`src/rtl/fdp_pkg.sv`:
```
// fdp_pkg: shared constants, types and codes for the fourier diagonal preconditioner
// used by every module of the block; no dependencies
package fdp_pkg;

   localparam int MAX_ROTORS = 8;
   localparam int MAX_CUTOFF = 127;

   localparam int ROT_CNT_W = 4;
   localparam int ROT_IDX_W = $clog2(MAX_ROTORS);
   localparam int CUTOFF_W  = 7;
   localparam int DIGIT_W   = 8;
   localparam int COUP_W    = 24;
   localparam int SHIFT_W   = 32;
   localparam int DATA_W    = 32;
   localparam int CSR_IDX_W = 3;

   localparam int MUL_W     = 24;
   localparam int PROD_W    = 2 * MUL_W;
   localparam int SQ_W      = 2 * DIGIT_W;
   localparam int SUM_W     = 20;
   localparam int DEN_W     = PROD_W + SUM_W;
   localparam int QUO_W     = 48;
   localparam int CNT_W     = $clog2(QUO_W);
   localparam int NUM_SHIFT = 33;
   localparam int MAG_LO_W  = QUO_W - NUM_SHIFT;
   localparam int SHIFT_POS = 17;

   typedef enum logic [CSR_IDX_W-1:0] {
      CSR_ROTORS = 3'd0,
      CSR_CUTOFF = 3'd1,
      CSR_G      = 3'd2,
      CSR_J      = 3'd3,
      CSR_SHIFT  = 3'd4
   } csr_idx_type;

   typedef enum logic [3:0] {
      ST_IDLE,
      ST_SQ_MUL,
      ST_SQ_ADD,
      ST_GJ_MUL,
      ST_LO_MUL,
      ST_LO_ADD,
      ST_HI_MUL,
      ST_HI_ADD,
      ST_DIV,
      ST_DONE
   } state_type;

   typedef enum logic [1:0] {
      MUL_SQ,
      MUL_GJ,
      MUL_LO,
      MUL_HI
   } mul_sel_type;

   typedef struct packed {
      logic        load;
      logic        prod_en;
      logic        gj_en;
      logic        sum_add;
      logic        lo_add;
      logic        hi_add;
      logic        div_step;
      logic        finish;
      mul_sel_type mul_sel;
   } ctrl_type;

endpackage

```
`src/rtl/fdp_digits.sv`:
```
// fdp_digits: mixed-radix element index, one digit per rotor, with wrap and last detect
// depends on fdp_pkg
module fdp_digits (
   input  logic                           clock,
   input  logic                           reset,
   input  logic                           clear,
   input  logic                           advance,
   input  logic [fdp_pkg::ROT_CNT_W-1:0]  rotors,
   input  logic [fdp_pkg::DIGIT_W-1:0]    top_digit,
   input  logic [fdp_pkg::ROT_IDX_W-1:0]  rd_idx,
   output logic [fdp_pkg::DIGIT_W-1:0]    rd_digit,
   output logic                           last_elem
);
   import fdp_pkg::*;

   logic [DIGIT_W-1:0] digit_ff [MAX_ROTORS];
   logic [DIGIT_W-1:0] digit_in [MAX_ROTORS];
   logic               carry;
   logic               all_top;

   assign rd_digit  = digit_ff[rd_idx];
   assign last_elem = all_top;

   always_comb begin
      all_top = 1'b1;
      for (int j = 0; j < MAX_ROTORS; j++) begin
         if (j < int'(rotors) && digit_ff[j] != top_digit) begin
            all_top = 1'b0;
         end
      end
   end

   always_comb begin
      carry = 1'b1;
      for (int j = 0; j < MAX_ROTORS; j++) begin
         digit_in[j] = digit_ff[j];
         if (clear) begin
            digit_in[j] = '0;
         end else if (advance && carry && j < int'(rotors)) begin
            if (digit_ff[j] >= top_digit) begin
               digit_in[j] = '0;
            end else begin
               digit_in[j] = digit_ff[j] + DIGIT_W'(1);
               carry       = 1'b0;
            end
         end
      end
   end

   always_ff @(posedge clock) begin
      if (reset) begin
         for (int j = 0; j < MAX_ROTORS; j++) begin
            digit_ff[j] <= '0;
         end
      end else begin
         for (int j = 0; j < MAX_ROTORS; j++) begin
            digit_ff[j] <= digit_in[j];
         end
      end
   end

endmodule

```
`src/rtl/fdp_arith.sv`:
```
// fdp_arith: shared 24x24 multiplier, sum and divisor accumulators, restoring divider
// depends on fdp_pkg
module fdp_arith (
   input  logic                           clock,
   input  fdp_pkg::ctrl_type              ctrl,
   input  logic [fdp_pkg::DATA_W-1:0]     sample,
   input  logic [fdp_pkg::DIGIT_W-1:0]    digit,
   input  logic [fdp_pkg::CUTOFF_W-1:0]   cutoff,
   input  logic [fdp_pkg::COUP_W-1:0]     coup_g,
   input  logic [fdp_pkg::COUP_W-1:0]     coup_j,
   input  logic [fdp_pkg::SHIFT_W-1:0]    shift_mag,
   output logic [fdp_pkg::DATA_W-1:0]     result,
   output logic                           sat
);
   import fdp_pkg::*;

   logic [DIGIT_W-1:0] fc_ext;
   logic [DIGIT_W-1:0] dabs;
   logic [MUL_W-1:0]   mul_a;
   logic [MUL_W-1:0]   mul_b;
   logic [PROD_W-1:0]  mul_out;
   logic [DATA_W-1:0]  mag;

   logic [PROD_W-1:0]  prod_ff, prod_in;
   logic [PROD_W-1:0]  gj_ff, gj_in;
   logic [SUM_W-1:0]   sum_ff, sum_in;
   logic [DEN_W-1:0]   den_ff, den_in;
   logic [DEN_W-1:0]   rem_ff, rem_in;
   logic [QUO_W-1:0]   dvd_ff, dvd_in;
   logic [QUO_W-1:0]   quo_ff, quo_in;
   logic               neg_ff, neg_in;

   logic [DEN_W:0]     rem_sh;
   logic [DEN_W+1:0]   trial;
   logic               fits;

   assign fc_ext = DIGIT_W'(cutoff);
   assign dabs   = (digit >= fc_ext) ? (digit - fc_ext) : (fc_ext - digit);
   assign mag    = sample[DATA_W-1] ? (~sample + DATA_W'(1)) : sample;

   always_comb begin
      unique case (ctrl.mul_sel)
         MUL_SQ: begin
            mul_a = MUL_W'(dabs);
            mul_b = MUL_W'(dabs);
         end
         MUL_GJ: begin
            mul_a = coup_g;
            mul_b = coup_j;
         end
         MUL_LO: begin
            mul_a = gj_ff[MUL_W-1:0];
            mul_b = MUL_W'(sum_ff);
         end
         MUL_HI: begin
            mul_a = gj_ff[PROD_W-1:MUL_W];
            mul_b = MUL_W'(sum_ff);
         end
         default: begin
            mul_a = '0;
            mul_b = '0;
         end
      endcase
   end

   assign mul_out = mul_a * mul_b;

   assign rem_sh = {rem_ff, dvd_ff[QUO_W-1]};
   assign trial  = {1'b0, rem_sh} - {2'b00, den_ff};
   assign fits   = ~trial[DEN_W+1];

   always_comb begin
      prod_in = ctrl.prod_en ? mul_out : prod_ff;
      gj_in   = ctrl.gj_en ? mul_out : gj_ff;
      sum_in  = sum_ff;
      den_in  = den_ff;
      rem_in  = rem_ff;
      dvd_in  = dvd_ff;
      quo_in  = quo_ff;
      neg_in  = neg_ff;
      if (ctrl.load) begin
         sum_in = '0;
         den_in = DEN_W'(shift_mag) << SHIFT_POS;
         rem_in = DEN_W'(mag >> MAG_LO_W);
         dvd_in = {mag[MAG_LO_W-1:0], (QUO_W - MAG_LO_W)'(0)};
         quo_in = '0;
         neg_in = sample[DATA_W-1];
      end
      if (ctrl.sum_add) begin
         sum_in = sum_ff + SUM_W'(prod_ff[SQ_W-1:0]);
      end
      if (ctrl.lo_add) begin
         den_in = den_ff + DEN_W'(prod_ff);
      end
      if (ctrl.hi_add) begin
         den_in = den_ff + (DEN_W'(prod_ff) << MUL_W);
      end
      if (ctrl.div_step) begin
         rem_in = fits ? trial[DEN_W-1:0] : rem_sh[DEN_W-1:0];
         dvd_in = {dvd_ff[QUO_W-2:0], 1'b0};
         quo_in = {quo_ff[QUO_W-2:0], fits};
      end
   end

   always_ff @(posedge clock) begin
      prod_ff <= prod_in;
      gj_ff   <= gj_in;
      sum_ff  <= sum_in;
      den_ff  <= den_in;
      rem_ff  <= rem_in;
      dvd_ff  <= dvd_in;
      quo_ff  <= quo_in;
      neg_ff  <= neg_in;
   end

   always_comb begin
      if (!neg_ff) begin
         sat    = |quo_ff[QUO_W-1:DATA_W-1];
         result = sat ? {1'b0, {(DATA_W-1){1'b1}}} : quo_ff[DATA_W-1:0];
      end else begin
         sat    = quo_ff > {(QUO_W-DATA_W)'(0), 1'b1, (DATA_W-1)'(0)};
         result = sat ? {1'b1, (DATA_W-1)'(0)} : (~quo_ff[DATA_W-1:0] + DATA_W'(1));
      end
   end

endmodule

```
`src/rtl/fdp_seq.sv`:
```
// fdp_seq: sequencer stepping the shared multiplier, accumulators and divider
// depends on fdp_pkg
module fdp_seq (
   input  logic                           clock,
   input  logic                           reset,
   input  logic                           req_fire,
   input  logic                           out_free,
   input  logic [fdp_pkg::ROT_CNT_W-1:0]  rotors,
   output fdp_pkg::ctrl_type              ctrl,
   output logic [fdp_pkg::ROT_IDX_W-1:0]  rd_idx,
   output logic                           idle
);
   import fdp_pkg::*;

   state_type        state_ff, state_in;
   logic [CNT_W-1:0] cnt_ff, cnt_in;
   logic             sq_last;
   logic             div_last;

   assign sq_last  = cnt_ff == (CNT_W'(rotors) - CNT_W'(1));
   assign div_last = cnt_ff == CNT_W'(QUO_W - 1);
   assign rd_idx   = cnt_ff[ROT_IDX_W-1:0];
   assign idle     = state_ff == ST_IDLE;

   always_comb begin
      state_in = state_ff;
      cnt_in   = cnt_ff;
      unique case (state_ff)
         ST_IDLE: begin
            cnt_in = '0;
            if (req_fire) state_in = ST_SQ_MUL;
         end
         ST_SQ_MUL: state_in = ST_SQ_ADD;
         ST_SQ_ADD: begin
            if (sq_last) begin
               cnt_in   = '0;
               state_in = ST_GJ_MUL;
            end else begin
               cnt_in   = cnt_ff + CNT_W'(1);
               state_in = ST_SQ_MUL;
            end
         end
         ST_GJ_MUL: state_in = ST_LO_MUL;
         ST_LO_MUL: state_in = ST_LO_ADD;
         ST_LO_ADD: state_in = ST_HI_MUL;
         ST_HI_MUL: state_in = ST_HI_ADD;
         ST_HI_ADD: begin
            cnt_in   = '0;
            state_in = ST_DIV;
         end
         ST_DIV: begin
            cnt_in = cnt_ff + CNT_W'(1);
            if (div_last) state_in = ST_DONE;
         end
         ST_DONE: begin
            if (out_free) state_in = ST_IDLE;
         end
         default: state_in = ST_IDLE;
      endcase
   end

   always_comb begin
      ctrl         = '0;
      ctrl.mul_sel = MUL_SQ;
      unique case (state_ff)
         ST_IDLE:   ctrl.load = req_fire;
         ST_SQ_MUL: ctrl.prod_en = 1'b1;
         ST_SQ_ADD: ctrl.sum_add = 1'b1;
         ST_GJ_MUL: begin
            ctrl.gj_en   = 1'b1;
            ctrl.mul_sel = MUL_GJ;
         end
         ST_LO_MUL: begin
            ctrl.prod_en = 1'b1;
            ctrl.mul_sel = MUL_LO;
         end
         ST_LO_ADD: ctrl.lo_add = 1'b1;
         ST_HI_MUL: begin
            ctrl.prod_en = 1'b1;
            ctrl.mul_sel = MUL_HI;
         end
         ST_HI_ADD: ctrl.hi_add = 1'b1;
         ST_DIV:    ctrl.div_step = 1'b1;
         ST_DONE:   ctrl.finish = out_free;
         default:   ctrl.load = 1'b0;
      endcase
   end

   always_ff @(posedge clock) begin
      if (reset) begin
         state_ff <= ST_IDLE;
         cnt_ff   <= '0;
      end else begin
         state_ff <= state_in;
         cnt_ff   <= cnt_in;
      end
   end

endmodule

```
`src/rtl/fourier_diagonal_preconditioner.sv`:
```
// fourier_diagonal_preconditioner: top level, csr file, result register
// depends on fdp_pkg, fdp_digits, fdp_arith, fdp_seq
//
//   channel   ports                                  direction
//   request   req_valid req_ready req_sample_value   in
//   result    rsp_valid rsp_ready rsp_scaled_value   out
//             rsp_saturated rsp_last_element
//   csr       csr_valid csr_ready csr_index csr_data in
//
// a request occupies the block until its result is registered: one multiply and one add
// per rotor digit on the shared 24x24 multiplier, the g*j multiply and the low and high
// multiply-adds forming the divisor, then 48 restoring divide steps on one 69-bit subtractor
// req_ready is high only while the sequencer is idle; a held result does not block it
// synchronous reset restores the register defaults and clears the element index
// a stalled result holds the sequencer in its last state until the result register frees
module fourier_diagonal_preconditioner (
   input  logic                             clock,
   input  logic                             reset,
   input  logic                             req_valid,
   output logic                             req_ready,
   input  logic signed [fdp_pkg::DATA_W-1:0] req_sample_value,
   output logic                             rsp_valid,
   input  logic                             rsp_ready,
   output logic signed [fdp_pkg::DATA_W-1:0] rsp_scaled_value,
   output logic                             rsp_saturated,
   output logic                             rsp_last_element,
   input  logic                             csr_valid,
   output logic                             csr_ready,
   input  logic [fdp_pkg::CSR_IDX_W-1:0]    csr_index,
   input  logic [fdp_pkg::SHIFT_W-1:0]      csr_data
);
   import fdp_pkg::*;

   logic [ROT_CNT_W-1:0] rot_ff, rot_in;
   logic [CUTOFF_W-1:0]  cut_ff, cut_in;
   logic [COUP_W-1:0]    g_ff, g_in;
   logic [COUP_W-1:0]    j_ff, j_in;
   logic [SHIFT_W-1:0]   shift_ff, shift_in;

   logic                 rsp_valid_ff, rsp_valid_in;
   logic [DATA_W-1:0]    rsp_value_ff, rsp_value_in;
   logic                 rsp_sat_ff, rsp_sat_in;
   logic                 rsp_last_ff, rsp_last_in;

   logic [ROT_CNT_W-1:0] eff_rot;
   logic [CUTOFF_W-1:0]  eff_cut;
   logic [COUP_W-1:0]    eff_g;
   logic [COUP_W-1:0]    eff_j;
   logic [SHIFT_W-1:0]   eff_shift;
   logic [DIGIT_W-1:0]   top_digit;

   logic                 csr_fire;
   logic                 geom_clear;
   logic                 req_fire;
   logic                 out_free;
   logic                 idle;
   ctrl_type             ctrl;
   logic [ROT_IDX_W-1:0] rd_idx;
   logic [DIGIT_W-1:0]   rd_digit;
   logic                 last_elem;
   logic [DATA_W-1:0]    result;
   logic                 sat;

   assign csr_ready = 1'b1;
   assign csr_fire  = csr_valid & csr_ready;
   assign req_ready = idle;
   assign req_fire  = req_valid & req_ready;
   assign out_free  = ~rsp_valid_ff | rsp_ready;

   always_comb begin
      rot_in     = rot_ff;
      cut_in     = cut_ff;
      g_in       = g_ff;
      j_in       = j_ff;
      shift_in   = shift_ff;
      geom_clear = 1'b0;
      if (csr_fire) begin
         unique case (csr_index)
            CSR_ROTORS: begin
               rot_in     = csr_data[ROT_CNT_W-1:0];
               geom_clear = 1'b1;
            end
            CSR_CUTOFF: begin
               cut_in     = csr_data[CUTOFF_W-1:0];
               geom_clear = 1'b1;
            end
            CSR_G:     g_in     = csr_data[COUP_W-1:0];
            CSR_J:     j_in     = csr_data[COUP_W-1:0];
            CSR_SHIFT: shift_in = csr_data;
            default:   geom_clear = 1'b0;
         endcase
      end
   end

   always_comb begin
      if (rot_ff < ROT_CNT_W'(2)) begin
         eff_rot = ROT_CNT_W'(2);
      end else if (rot_ff > ROT_CNT_W'(MAX_ROTORS)) begin
         eff_rot = ROT_CNT_W'(MAX_ROTORS);
      end else begin
         eff_rot = rot_ff;
      end
      if (cut_ff == '0) begin
         eff_cut = CUTOFF_W'(1);
      end else if (cut_ff > CUTOFF_W'(MAX_CUTOFF)) begin
         eff_cut = CUTOFF_W'(MAX_CUTOFF);
      end else begin
         eff_cut = cut_ff;
      end
      eff_g     = (g_ff == '0) ? COUP_W'(1) : g_ff;
      eff_j     = (j_ff == '0) ? COUP_W'(1) : j_ff;
      eff_shift = (shift_ff == '0) ? SHIFT_W'(1) : shift_ff;
      top_digit = {eff_cut, 1'b0};
   end

   always_comb begin
      rsp_valid_in = rsp_valid_ff;
      rsp_value_in = rsp_value_ff;
      rsp_sat_in   = rsp_sat_ff;
      rsp_last_in  = rsp_last_ff;
      if (ctrl.finish) begin
         rsp_valid_in = 1'b1;
         rsp_value_in = result;
         rsp_sat_in   = sat;
         rsp_last_in  = last_elem;
      end else if (rsp_ready) begin
         rsp_valid_in = 1'b0;
      end
   end

   always_ff @(posedge clock) begin
      if (reset) begin
         rot_ff       <= ROT_CNT_W'(2);
         cut_ff       <= CUTOFF_W'(1);
         g_ff         <= COUP_W'(65536);
         j_ff         <= COUP_W'(65536);
         shift_ff     <= SHIFT_W'(65536);
         rsp_valid_ff <= 1'b0;
      end else begin
         rot_ff       <= rot_in;
         cut_ff       <= cut_in;
         g_ff         <= g_in;
         j_ff         <= j_in;
         shift_ff     <= shift_in;
         rsp_valid_ff <= rsp_valid_in;
      end
   end

   always_ff @(posedge clock) begin
      rsp_value_ff <= rsp_value_in;
      rsp_sat_ff   <= rsp_sat_in;
      rsp_last_ff  <= rsp_last_in;
   end

   assign rsp_valid        = rsp_valid_ff;
   assign rsp_scaled_value = rsp_value_ff;
   assign rsp_saturated    = rsp_sat_ff;
   assign rsp_last_element = rsp_last_ff;

   fdp_seq u_seq (
      .clock    (clock),
      .reset    (reset),
      .req_fire (req_fire),
      .out_free (out_free),
      .rotors   (eff_rot),
      .ctrl     (ctrl),
      .rd_idx   (rd_idx),
      .idle     (idle)
   );

   fdp_digits u_digits (
      .clock     (clock),
      .reset     (reset),
      .clear     (geom_clear),
      .advance   (ctrl.finish),
      .rotors    (eff_rot),
      .top_digit (top_digit),
      .rd_idx    (rd_idx),
      .rd_digit  (rd_digit),
      .last_elem (last_elem)
   );

   fdp_arith u_arith (
      .clock     (clock),
      .ctrl      (ctrl),
      .sample    (req_sample_value),
      .digit     (rd_digit),
      .cutoff    (eff_cut),
      .coup_g    (eff_g),
      .coup_j    (eff_j),
      .shift_mag (eff_shift),
      .result    (result),
      .sat       (sat)
   );

endmodule

```
`config.mk`:
```
export PLATFORM = sky130hd
export DESIGN_NAME = fourier_diagonal_preconditioner
export DESIGN_NICKNAME = d
export VERILOG_FILES = /design/src/rtl/fdp_pkg.sv /design/src/rtl/fdp_digits.sv /design/src/rtl/fdp_arith.sv /design/src/rtl/fdp_seq.sv /design/src/rtl/fourier_diagonal_preconditioner.sv
export SDC_FILE = /design/constraint.sdc
export NUM_CORES = 2
export LEC_CHECK = 0
export BUFFER_PORTS_ARGS = -buffer_cell sky130_fd_sc_hd__clkbuf_2
export CORE_UTILIZATION = 50
export DETAILED_ROUTE_END_ITERATION = 8
export HOLD_SLACK_MARGIN = 0.12
export PLACE_DENSITY_LB_ADDON = 0.15
export SLEW_MARGIN = 20
export SYNTH_ARGS = -nofsm -noshare
export SYNTH_HDL_FRONTEND = slang
export SYNTH_SLANG_ARGS = --single-unit
```
`constraint.sdc`:
```
create_clock -name clock -period 12.8 [get_ports clock]
set_input_delay 1.28 -clock clock [delete_from_list [all_inputs] [get_ports clock]]
set_output_delay 1.28 -clock clock [all_outputs]
set_load 0.005 [all_outputs]
```
==> metrics <==
Slew Limit Fails=0; netlist area before placement=53500 um2; power per cell area=87.9 nW/um2; maximum single-stage delay on the critical path=0.67 ns; leakage power summed over all cells=25.5 nW; flop2flop setup slack=0.90 ns; worst-case clock buffer depth=3; arrival time reported for the critical path endpoint=12.32 ns; max-slew headroom at the worst pin=0.233; wire length per cell after detailed routing=21.8 um; CP top delay family=adder cells; HPWL Detailed=126 mm; number of instances in the synthesized netlist=6119; Overflow after GRT=0; DRC marker count from the first detailed-route iteration=3804; CTS sink cnt=519; root buffer selected by CTS=sky130_fd_sc_hd__clkbuf_16; Most used DFF post-synth=sky130_fd_sc_hd__edfxtp_1; RSZ-0062 raised after global routing=false; maximum number of pins on one net before global-route repair=77; CP bufs+invs=8; category of the worst setup path capture point=register; DRC violation count after routing=10; R2R cell count=41; register area share after synthesis=0.259; synthesis-stage register bit count=519; distinct cell type count after synthesis=90; area of the multi-input gates=35800 um2; Yosys top cell by area=sky130_fd_sc_hd__edfxtp_1; count of standard-cell rows=119; slowest CP cell=sky130_fd_sc_hd__or3_1; Synth area leaders=sky130_fd_sc_hd__edfxtp_1 20%, sky130_fd_sc_hd__fa_1 18%, sky130_fd_sc_hd__ha_1 10%, sky130_fd_sc_hd__nand2_1 6.6%, sky130_fd_sc_hd__dfxtp_1 6.3%; count of endpoints failing hold in the final timing report=0; number of buffer cells added on primary ports=107; placer congestion estimate=0.948; clock tree from TritonCTS=done; die height=329 um; worst hold stages=2; Max Freq=0.0840 GHz; status=finished with violations; post-detailed-routing wire length=164 mm; number of levels in the clock H-tree=2; Worst Max-Slew Pin Slew=1.15 ns; Area growth, synth to finish=7.71%; Post-Syn Nets=7112; endpoint with the worst hold slack=shift_ff[0]; violated checks=design-rule violations; global-route wire length before repair=256 mm; TritonCTS buffer count=59; clock-pin slew reported for the worst setup and hold paths after clock tree synthesis=0.07 ns; Final Cycle Share=0.930; HP Start=shift_ff[0]; drt via density=5.87; initial standard-cell utilization of the core=0.507; layout cells sized above 1=0.0669; hold buffer count at cts=0; maximum ir drop on the vdd rail=113 uV; area of the die=108000 um2; top cell types by occurrence after synthesis=941 x sky130_fd_sc_hd__nand2_1, 775 x sky130_fd_sc_hd__inv_1, 488 x sky130_fd_sc_hd__fa_1, 435 x sky130_fd_sc_hd__a21oi_1, 433 x sky130_fd_sc_hd__ha_1; Yosys warnings=0; Post-Place Cell Area=55500 um2; kind of critical path=reg -> reg; final cell area excluding filler cells=57700 um2; mean cell area of the mapped netlist=8.75 um2; vias in the first global route=43.3k; Fin Clk Skew=0.0392 ns; terminus of the critical flop-to-flop path=u_arith.gj_ff[46]; core area=106000 um2; CP startpoint kind=register; setup_tns=0 ns; Post CTS Setup Buffer Count=0; fillers=9870; critical path's most frequent cell=sky130_fd_sc_hd__fa_1; Post-synth EDFFs=350; final count of negative-setup-slack endpoints=0; NumNets Final=7091; largest driver fanout on the critical path=16; total vias in the final route=44.3k; All-Layer GR Usage=0.305; Final Critical Period=11.90 ns; max-cap check violation count=0; IO Pins=109; critical path required time=13.22 ns; dominant cell by count in the synthesized netlist=sky130_fd_sc_hd__nand2_1; clock latency on the worst-skew pair=0.68 ns; Post-synth ARST share=0; post-synth top area share=0.196; number of nets with antenna violations after routing=0; hold crit path type=reg -> reg; sequential cell area=13900 um2; antenna violations before repair=3; floorplan die width=329 um; share of the core filled with cells=0.546; DRT Pass-1 Iters=8
state kept, by name, indices dropped and copies added (netlist names), 4 cells and up, named ones only:
name and cells:
u_arith.gj_ff 48, g_ff 24, u_arith.quo_ff 48, cut_ff 7
rsp_scaled_value 32, u_seq.state_ff 4, u_arith.sum_ff 20, u_arith.dvd_ff 15
shift_ff 32, u_seq.cnt_ff 6, j_ff 24, u_arith.den_ff 68
u_digits.digit_ff 64, rot_ff 4, u_arith.prod_ff 48, u_arith.rem_ff 68
cells in the final DEF (no fill, tap or decap), types with 45 or more instances in the layout:
cell type                     n
sky130_fd_sc_hd__nand2_1    936
sky130_fd_sc_hd__inv_1      775
sky130_fd_sc_hd__fa_1       488
sky130_fd_sc_hd__a21oi_1    434
sky130_fd_sc_hd__ha_1       433
sky130_fd_sc_hd__nor2_1     358
sky130_fd_sc_hd__edfxtp_1   350
sky130_fd_sc_hd__o21ai_0    252
sky130_fd_sc_hd__dfxtp_1    167
sky130_fd_sc_hd__xnor2_1    142
sky130_fd_sc_hd__a21o_1     133
sky130_fd_sc_hd__and2_1     129
sky130_fd_sc_hd__nand3_1    116
sky130_fd_sc_hd__xor2_1     112
sky130_fd_sc_hd__clkbuf_2   107
sky130_fd_sc_hd__nor3_1      92
sky130_fd_sc_hd__buf_4       80
sky130_fd_sc_hd__and3_1      62
sky130_fd_sc_hd__nand4_1     61
sky130_fd_sc_hd__clkbuf_16   61
sky130_fd_sc_hd__nor2b_1     59
sky130_fd_sc_hd__mux2i_1     54
sky130_fd_sc_hd__o21a_1      45
sky130_fd_sc_hd__a211oi_1    45
power by group:
part           total [mW]  internal [mW]  switching, mW
Clock                1.87           1.11          0.764
Combinational        1.20          0.443          0.754
Sequential           2.00           1.89          0.104
worst max path at each step:
stage / to / slack (ns) / depth (start not counted)
2_1_floorplan: u_arith.gj_ff[46] / 1.34 / 42
3_3_place_gp: u_arith.prod_ff[47] / 0.78 / 37
3_5_place_dp: u_arith.prod_ff[47] / 0.65 / 37
4_1_cts: u_arith.prod_ff[47] / 0.64 / 37
5_1_grt: u_arith.prod_ff[47] / 0.24 / 40
6_report: u_arith.gj_ff[46] / 0.90 / 41
area by class of cell:
type	instances	area share
flip-flops and latches	519	0.241
multi-input cells	4556	0.622
clock inverters	41	0.00948
repair buffers	186	0.0196
diodes	7	0.000304
well taps	1391	0.0302
clock buffers	70	0.0274
inverters	776	0.0505
routing by layer:
metal	track usage	share of wire	wire length, um
met1	0.438	0.45	73300
met2	0.474	0.45	73200
met3	0.0487	0.078	12800
met4	0.0922	0.031	5090
met5	0	0.000073	12
cell families (layout without fill, tap and decap cells):
logic type / count (synthesis) / count (layout) / synth area share
adder cells (fa/ha/maj): 921 / 921 / 0.284
AO/OA/AOI/OAI: 1256 / 1256 / 0.146
multiplexers: 84 / 84 / 0.0198
other: 1 / 8 / 0.0000700
flip-flops: 519 / 519 / 0.259
buffers and inverters: 1044 / 1073 / 0.0738
XOR/XNOR: 254 / 254 / 0.0415
AND/OR/NAND/NOR: 2040 / 2040 / 0.176
tightest hold or removal path, cell delays in order, from the launching register on:
cell and delay [ns]:
sky130_fd_sc_hd__dfxtp_1 0.32, sky130_fd_sc_hd__nand2_1 0.05, sky130_fd_sc_hd__a21oi_1 0.05
metrics by stage:
| stage | cells | power (mW) | setup slack (ns) | hold slack (ns) |
|---|---|---|---|---|
| after floorplan | 6119 | 2.85 | 1.34 | 0.441 |
| after global placement | 7428 | 3.19 | 0.782 | 0.458 |
| after detailed placement | 7428 | 3.20 | 0.653 | 0.462 |
| after CTS | 7539 | 5.07 | 0.636 | 0.471 |
| after global routing | 7539 | 5.29 | 0.238 | 0.492 |
| final | 7546 | 5.07 | 0.899 | 0.467 |
repair_timing:
item                       4_1_cts  5_1_grt
hold endpoints to repair         0        0
gates resized for setup          0        3
setup endpoints to repair        0       10
(Power assumes the default switching activity.)
